$ cat src/design/assert_macros.svh
// ----------------------------------------------------------------------------
// Assertion macros
// Shared forms for the concurrent checks of the framebuffer engine.
// ----------------------------------------------------------------------------
`ifndef ASSERT_MACROS_SVH
`define ASSERT_MACROS_SVH

// The consequent must hold in the same cycle as the antecedent.
`define ASSERT_SAME(label, clk, rst, ante, cons) \
  label: assert property (@(posedge clk) disable iff (rst) (ante) |-> (cons)) \
    else $error("same-cycle check failed");

// The consequent must hold in the cycle after the antecedent.
`define ASSERT_NEXT(label, clk, rst, ante, cons) \
  label: assert property (@(posedge clk) disable iff (rst) (ante) |=> (cons)) \
    else $error("next-cycle check failed");

`endif

$ cat src/design/pfe_pkg.sv
// ----------------------------------------------------------------------------
// pfe_pkg
// Types, operation codes and sizes shared by the framebuffer engine.
// ----------------------------------------------------------------------------
`timescale 1ns / 1ps

package pfe_pkg;

  localparam int SCREEN_WIDTH_DEFAULT  = 256;
  localparam int SCREEN_HEIGHT_DEFAULT = 256;
  localparam int PALETTE_SIZE          = 256;
  localparam int PAL_AW                = 8;
  localparam int OP_W                  = 4;

  localparam logic [OP_W-1:0] OP_PUT_INDEX  = 4'd0;
  localparam logic [OP_W-1:0] OP_PUT_WORD   = 4'd1;
  localparam logic [OP_W-1:0] OP_PUT_CHAN   = 4'd2;
  localparam logic [OP_W-1:0] OP_READ       = 4'd3;
  localparam logic [OP_W-1:0] OP_FILL_INDEX = 4'd4;
  localparam logic [OP_W-1:0] OP_FILL_RGB   = 4'd5;
  localparam logic [OP_W-1:0] OP_SET_ENTRY  = 4'd6;
  localparam logic [OP_W-1:0] OP_RAMP       = 4'd7;
  localparam logic [OP_W-1:0] OP_CLEAR      = 4'd8;

  typedef struct packed {
    logic [OP_W-1:0] operation;
    logic [7:0]      x;
    logic [7:0]      y;
    logic [7:0]      x_end;
    logic [7:0]      y_end;
    logic [7:0]      color_index;
    logic [7:0]      red;
    logic [7:0]      green;
    logic [7:0]      blue;
    logic [31:0]     rgb_word;
  } pfe_item_t;

  typedef struct packed {
    logic [7:0]  pixel_index;
    logic [31:0] pixel_rgb;
  } pfe_result_t;

  typedef struct packed {
    logic load;
    logic sw_clr;
    logic sw_inc;
    logic init_wr;
    logic clr_wr;
    logic pal_rd;
    logic pix_wr;
    logic pix_rd;
    logic fill_start;
    logic fill_wr;
    logic pal_set;
    logic ramp_wr;
    logic rp_issue;
  } pfe_cmd_t;

  typedef struct packed {
    logic en;
    logic fill_empty;
    logic fill_last;
    logic sw_last_pix;
    logic sw_last_pal;
    logic sw_last_init;
    logic sw_last_rp;
  } pfe_status_t;

endpackage

$ cat src/design/pfe_ctrl.sv
// ----------------------------------------------------------------------------
// pfe_ctrl
// Sequencer that steps each item through its datapath commands.
// ----------------------------------------------------------------------------
`timescale 1ns / 1ps

module pfe_ctrl (
  input  logic                     clk,
  input  logic                     rst,
  input  logic                     start,
  input  logic [pfe_pkg::OP_W-1:0] operation,
  input  pfe_pkg::pfe_status_t     status,
  output pfe_pkg::pfe_cmd_t        cmd,
  output logic                     busy,
  output logic                     done
);

  localparam logic [3:0] S_INIT    = 4'd0;
  localparam logic [3:0] S_IDLE    = 4'd1;
  localparam logic [3:0] S_PAL     = 4'd2;
  localparam logic [3:0] S_PUT     = 4'd3;
  localparam logic [3:0] S_READ    = 4'd4;
  localparam logic [3:0] S_FILLP   = 4'd5;
  localparam logic [3:0] S_FILL    = 4'd6;
  localparam logic [3:0] S_SET     = 4'd7;
  localparam logic [3:0] S_RAMP    = 4'd8;
  localparam logic [3:0] S_REPAINT = 4'd9;
  localparam logic [3:0] S_CLEAR   = 4'd10;
  localparam logic [3:0] S_RES     = 4'd11;

  logic [3:0] state;
  logic [3:0] state_next;

  always_ff @(posedge clk) begin
    if (rst) begin
      state <= S_INIT;
    end else begin
      state <= state_next;
    end
  end

  always_comb begin
    cmd        = '0;
    state_next = state;
    unique case (state)
      S_INIT: begin
        cmd.init_wr = 1'b1;
        if (status.sw_last_init) begin
          cmd.sw_clr = 1'b1;
          state_next = S_IDLE;
        end else begin
          cmd.sw_inc = 1'b1;
        end
      end
      S_IDLE: begin
        if (start) begin
          cmd.load   = 1'b1;
          cmd.sw_clr = 1'b1;
          unique case (operation)
            pfe_pkg::OP_PUT_INDEX:  state_next = S_PAL;
            pfe_pkg::OP_PUT_WORD:   state_next = S_PUT;
            pfe_pkg::OP_PUT_CHAN:   state_next = S_PUT;
            pfe_pkg::OP_READ:       state_next = S_READ;
            pfe_pkg::OP_FILL_INDEX: state_next = S_FILLP;
            pfe_pkg::OP_FILL_RGB:   state_next = S_FILLP;
            pfe_pkg::OP_SET_ENTRY:  state_next = S_SET;
            pfe_pkg::OP_RAMP:       state_next = S_RAMP;
            pfe_pkg::OP_CLEAR:      state_next = S_CLEAR;
            default:                state_next = S_RES;
          endcase
        end
      end
      S_PAL: begin
        cmd.pal_rd = 1'b1;
        state_next = S_PUT;
      end
      S_PUT: begin
        cmd.pix_wr = 1'b1;
        state_next = S_RES;
      end
      S_READ: begin
        cmd.pix_rd = 1'b1;
        state_next = S_RES;
      end
      S_FILLP: begin
        cmd.pal_rd     = 1'b1;
        cmd.fill_start = 1'b1;
        state_next     = status.fill_empty ? S_RES : S_FILL;
      end
      S_FILL: begin
        cmd.fill_wr = 1'b1;
        if (status.fill_last) begin
          state_next = S_RES;
        end
      end
      S_SET: begin
        cmd.pal_set = 1'b1;
        state_next  = S_RES;
      end
      S_RAMP: begin
        cmd.ramp_wr = 1'b1;
        if (status.sw_last_pal) begin
          cmd.sw_clr = 1'b1;
          state_next = status.en ? S_REPAINT : S_RES;
        end else begin
          cmd.sw_inc = 1'b1;
        end
      end
      S_REPAINT: begin
        cmd.rp_issue = 1'b1;
        if (status.sw_last_rp) begin
          cmd.sw_clr = 1'b1;
          state_next = S_RES;
        end else begin
          cmd.sw_inc = 1'b1;
        end
      end
      S_CLEAR: begin
        cmd.clr_wr = 1'b1;
        if (status.sw_last_pix) begin
          cmd.sw_clr = 1'b1;
          state_next = S_RES;
        end else begin
          cmd.sw_inc = 1'b1;
        end
      end
      S_RES: begin
        state_next = S_IDLE;
      end
      default: begin
        state_next = S_IDLE;
      end
    endcase
  end

  assign busy = (state != S_IDLE);
  assign done = (state == S_RES);

endmodule

$ cat config.mk
export PLATFORM = sky130hd
export DESIGN_NAME = pfe_ctrl
export DESIGN_NICKNAME = d
export VERILOG_FILES = /design/src/design/assert_macros.svh /design/src/design/pfe_pkg.sv /design/src/design/pfe_ctrl.sv
export SDC_FILE = /design/constraint.sdc
export NUM_CORES = 1
export LEC_CHECK = 0
export BUFFER_PORTS_ARGS = -buffer_cell sky130_fd_sc_hd__buf_2
export CORE_AREA = 2 2 39 41
export DETAILED_ROUTE_END_ITERATION = 10
export DIE_AREA = 0 0 41 43
export GPL_TIMING_DRIVEN = 0
export HOLD_SLACK_MARGIN = 0.06
export PLACE_DENSITY = 0.82
export SETUP_SLACK_MARGIN = 0.5
export SYNTH_ARGS = -nofsm -noshare
export SYNTH_HDL_FRONTEND = slang
export SYNTH_SLANG_ARGS = --single-unit
$ cat constraint.sdc
create_clock -name clk -period 3.9 [get_ports clk]
set_clock_uncertainty 0.05 [all_clocks]
set_input_delay 0.39 -clock clk [delete_from_list [all_inputs] [get_ports clk]]
set_output_delay 0.39 -clock clk [all_outputs]
set_load 0.05 [all_outputs]
==> results.py <==
metrics = {
    "cells_and_area": {
        "largest_reg_flops": 4,
        "largest-register": "state",
        "syn_to_final_growth_pct": 30.0,
        "drive_above_1_share": 0.317,
        "reg_top3": "state: 4 flops",
        "fin_cells": 142,
        "num-nets-final": 145,
        "fill_cells": 149,
        "diodes": 0,
    },
    "detailed_routing": {
        "post_drt_wl_per_cell_microns": 12.2,
        "via_per_inst": 5.65,
        "routed_wl_mm": 1.74,
        "drtPass1Iterations": 5,
        "drc_errors": 0,
        "vias": 803,
        "drt_iter0_drc": 17,
        "ant_nets": 0,
    },
    "pwr": {
        "cellLeakagePower_nw": 0.377,
        "finalPower_mw": 0.186,
        "switching_power_mw": 0.0806,
        "pwr-share-clk": 0.280,
        "ir_drop_v": 0.000122,
        "power_density_nw_per_um2": 235,
        "p_comb_frac": 0.474,
        "swShare": 0.434,
        "intPower_mw": 0.105,
        "seqPwrFrac": 0.246,
    },
    "run_status": {
        "status": "complete, no violations",
    },
    "worst_setup_path": {
        "crit_path_max_incr_delay_ns": 0.36,
        "path_class": "flip-flop to output pin",
        "cp_num_buf_inv": 2,
        "cp-start-kind": "flip-flop",
        "critPathTopFamily": "simple AND/OR/NAND/NOR gates",
        "critPathRequiredTime_ns": 3.46,
        "slowest_stage": "dfxtp_1",
        "cp-end-kind": "output pin",
        "critPathMaxFanout": 8,
        "crit_path_cell_trace": "or2_1, buf_6, nor2_1, and2_1, o21bai_1, buf_2",
        "arrival_ns": 1.80,
    },
    "clock_tree": {
        "clock_path_buffers": 2,
        "cts_tree": "done",
        "clk_latency_ns": 0.24,
        "clock_sinks": 4,
        "post-cts-setup-buffers": 0,
        "cts_resized": 0,
        "cts_root_buf": "clkbuf_4",
        "postCtsHoldBufs": 0,
        "path_clk_slew_ns": 0.04,
        "cts_made_buffers": 3,
        "htree_levels": 1,
    },
    "placed_design": {
        "dp_slack_ns": 1.93,
        "hpwl_mm": 1.32,
        "place_congestion": 0.812,
        "io_buffers": 28,
        "dpl.cell_count": 139,
    },
    "global_routing": {
        "grt_max_degree": 11,
        "grt-ovfl-total": 0,
        "antenna_found_initial": 0,
        "first_global_vias": 669,
        "grtUsageTotal": 0.226,
        "grt_pass1_wl_mm": 2.73,
    },
    "synthesis": {
        "synth_warnings": 0,
        "avgSynthCellArea_sq_um": 6.40,
        "yosysUniqueCellTypes": 32,
        "ys.flop_type": "dfxtp_1",
        "synth_cells": 95,
        "syn_area_sq_um": 608,
        "synth_edf_count": 0,
        "syn_nets": 112,
        "async_reset_ff_frac": 0,
        "ys_seq_area_frac": 0.132,
        "ys_ff_latch": 4,
    },
    "floorplan": {
        "die_y_microns": 43,
        "initial_core_util": 0.439,
        "die_area_sq_um": 1760,
        "die_w_microns": 41,
        "rows": 14,
        "io_pins": 29,
        "core_sq_um": 1380,
    },
    "run": {
        "maxCapViolations": 0,
    },
    "timing": {
        "finalSetupTns_ns": 0,
        "rsz0062_at_grt": "false",
        "worst_pin_slew_ns": 0.386,
        "finalWorstSetupSlack_ns": 1.66,
        "setup_viol": 0,
        "whs_ns": 0.324,
        "fmax_mhz": 447,
        "min_period_ns": 2.24,
        "slew_violations": 0,
        "slew_headroom": 0.743,
        "hold_viol": 0,
        "finalCritPeriodShare": 0.574,
    },
    "hold_path": {
        "hp-class": "input port to flip-flop",
    },
}
## cell usage in the layout (no fill, tap or decap), types with 4 or more instances in the layout
master,count
nor3_1,6
dfxtp_1,4
nand3b_1,4
o21ai_1,4
buf_2,31
a21oi_1,9
nand2_1,7
nor2_1,17
## kinds of logic after synthesis
family | after synthesis | synth area share
fa+ha+maj | 3 | 0.0617
flops | 4 | 0.132
compound gates | 27 | 0.278
simple gates | 49 | 0.414
mux | 2 | 0.0350
buf+inv | 10 | 0.0802
## worst paths after layout
path	from	endpoint	slack [ns]	cells past startpoint
max	state[1]$_SDFFE_PP0P_	cmd[11]	1.66	6
min	rst	state[3]$_SDFFE_PP0P_	0.32	2
max reg2reg	state[1]$_SDFFE_PP0P_	state[1]$_SDFFE_PP0P_	2.32	6
min reg2reg	state[1]$_SDFFE_PP0P_	state[0]$_SDFFE_PP0P_	0.77	4
## power by group through the flow
stage                     registers, mW  logic (mW)  clock network (mW)
after global placement           0.0462      0.0861                   0
after detailed placement         0.0464      0.0873                   0
after floorplan                  0.0456      0.0631                   0
final                            0.0458      0.0881              0.0520
after CTS                        0.0457      0.0876              0.0540
after global routing             0.0461      0.0951              0.0558
## routing by layer
layer	track usage	up-vias	share of wire
met5	0	-	0
met4	0.160	0	0.029
met3	0.0471	5	0.077
met2	0.325	38	0.47
met1	0.284	360	0.42
li1	-	400	-
## cell usage after synthesis (2+ instances only)
cell type / instances / area (sq um)
nor2b_1: 3 / 18.8
a31oi_1: 3 / 18.8
nand2_1: 7 / 26.3
nor2_1: 17 / 63.8
clkbuf_1: 2 / 7.51
o21ai_0: 3 / 15.0
nand3b_1: 4 / 30.0
dfxtp_1: 4 / 80.1
o21ai_1: 4 / 20.0
a21oi_1: 9 / 45.0
inv_1: 3 / 11.3
nand3_1: 2 / 10.0
nor3_1: 6 / 30.0
o211ai_1: 2 / 15.0
nand2b_1: 3 / 18.8
buf_2: 3 / 15.0
ha_1: 3 / 37.5
nor3b_1: 3 / 22.5
## layout make-up
class                           instances  area (sq um)  area share
Buffer                                  6          33.8      0.0427
Clock buffer                            3          22.5      0.0285
Inverter                                4          15.0      0.0190
Multi-Input combinational cell         81           479       0.606
Sequential cell                         4          80.1       0.101
Tap cell                               16          20.0      0.0253
Timing Repair Buffer                   28           140       0.177
## per-stage QoR
step                cell area, sq um  utilization
floorplan                        608            -
global placement                 768        0.555
detailed placement               768        0.555
CTS                              791        0.571
global route                     791        0.571
finish                           791        0.571
## worst register-to-register path: cells and delay by family, from the launching register on
kind                   cells  cell delay (ns)
AO/OA/AOI/OAI              3             0.47
buffers and inverters      1             0.13
flip-flops                 1             0.36
AND/OR/NAND/NOR            2             0.43
No activity file was read; power rests on OpenSTA's default activity.
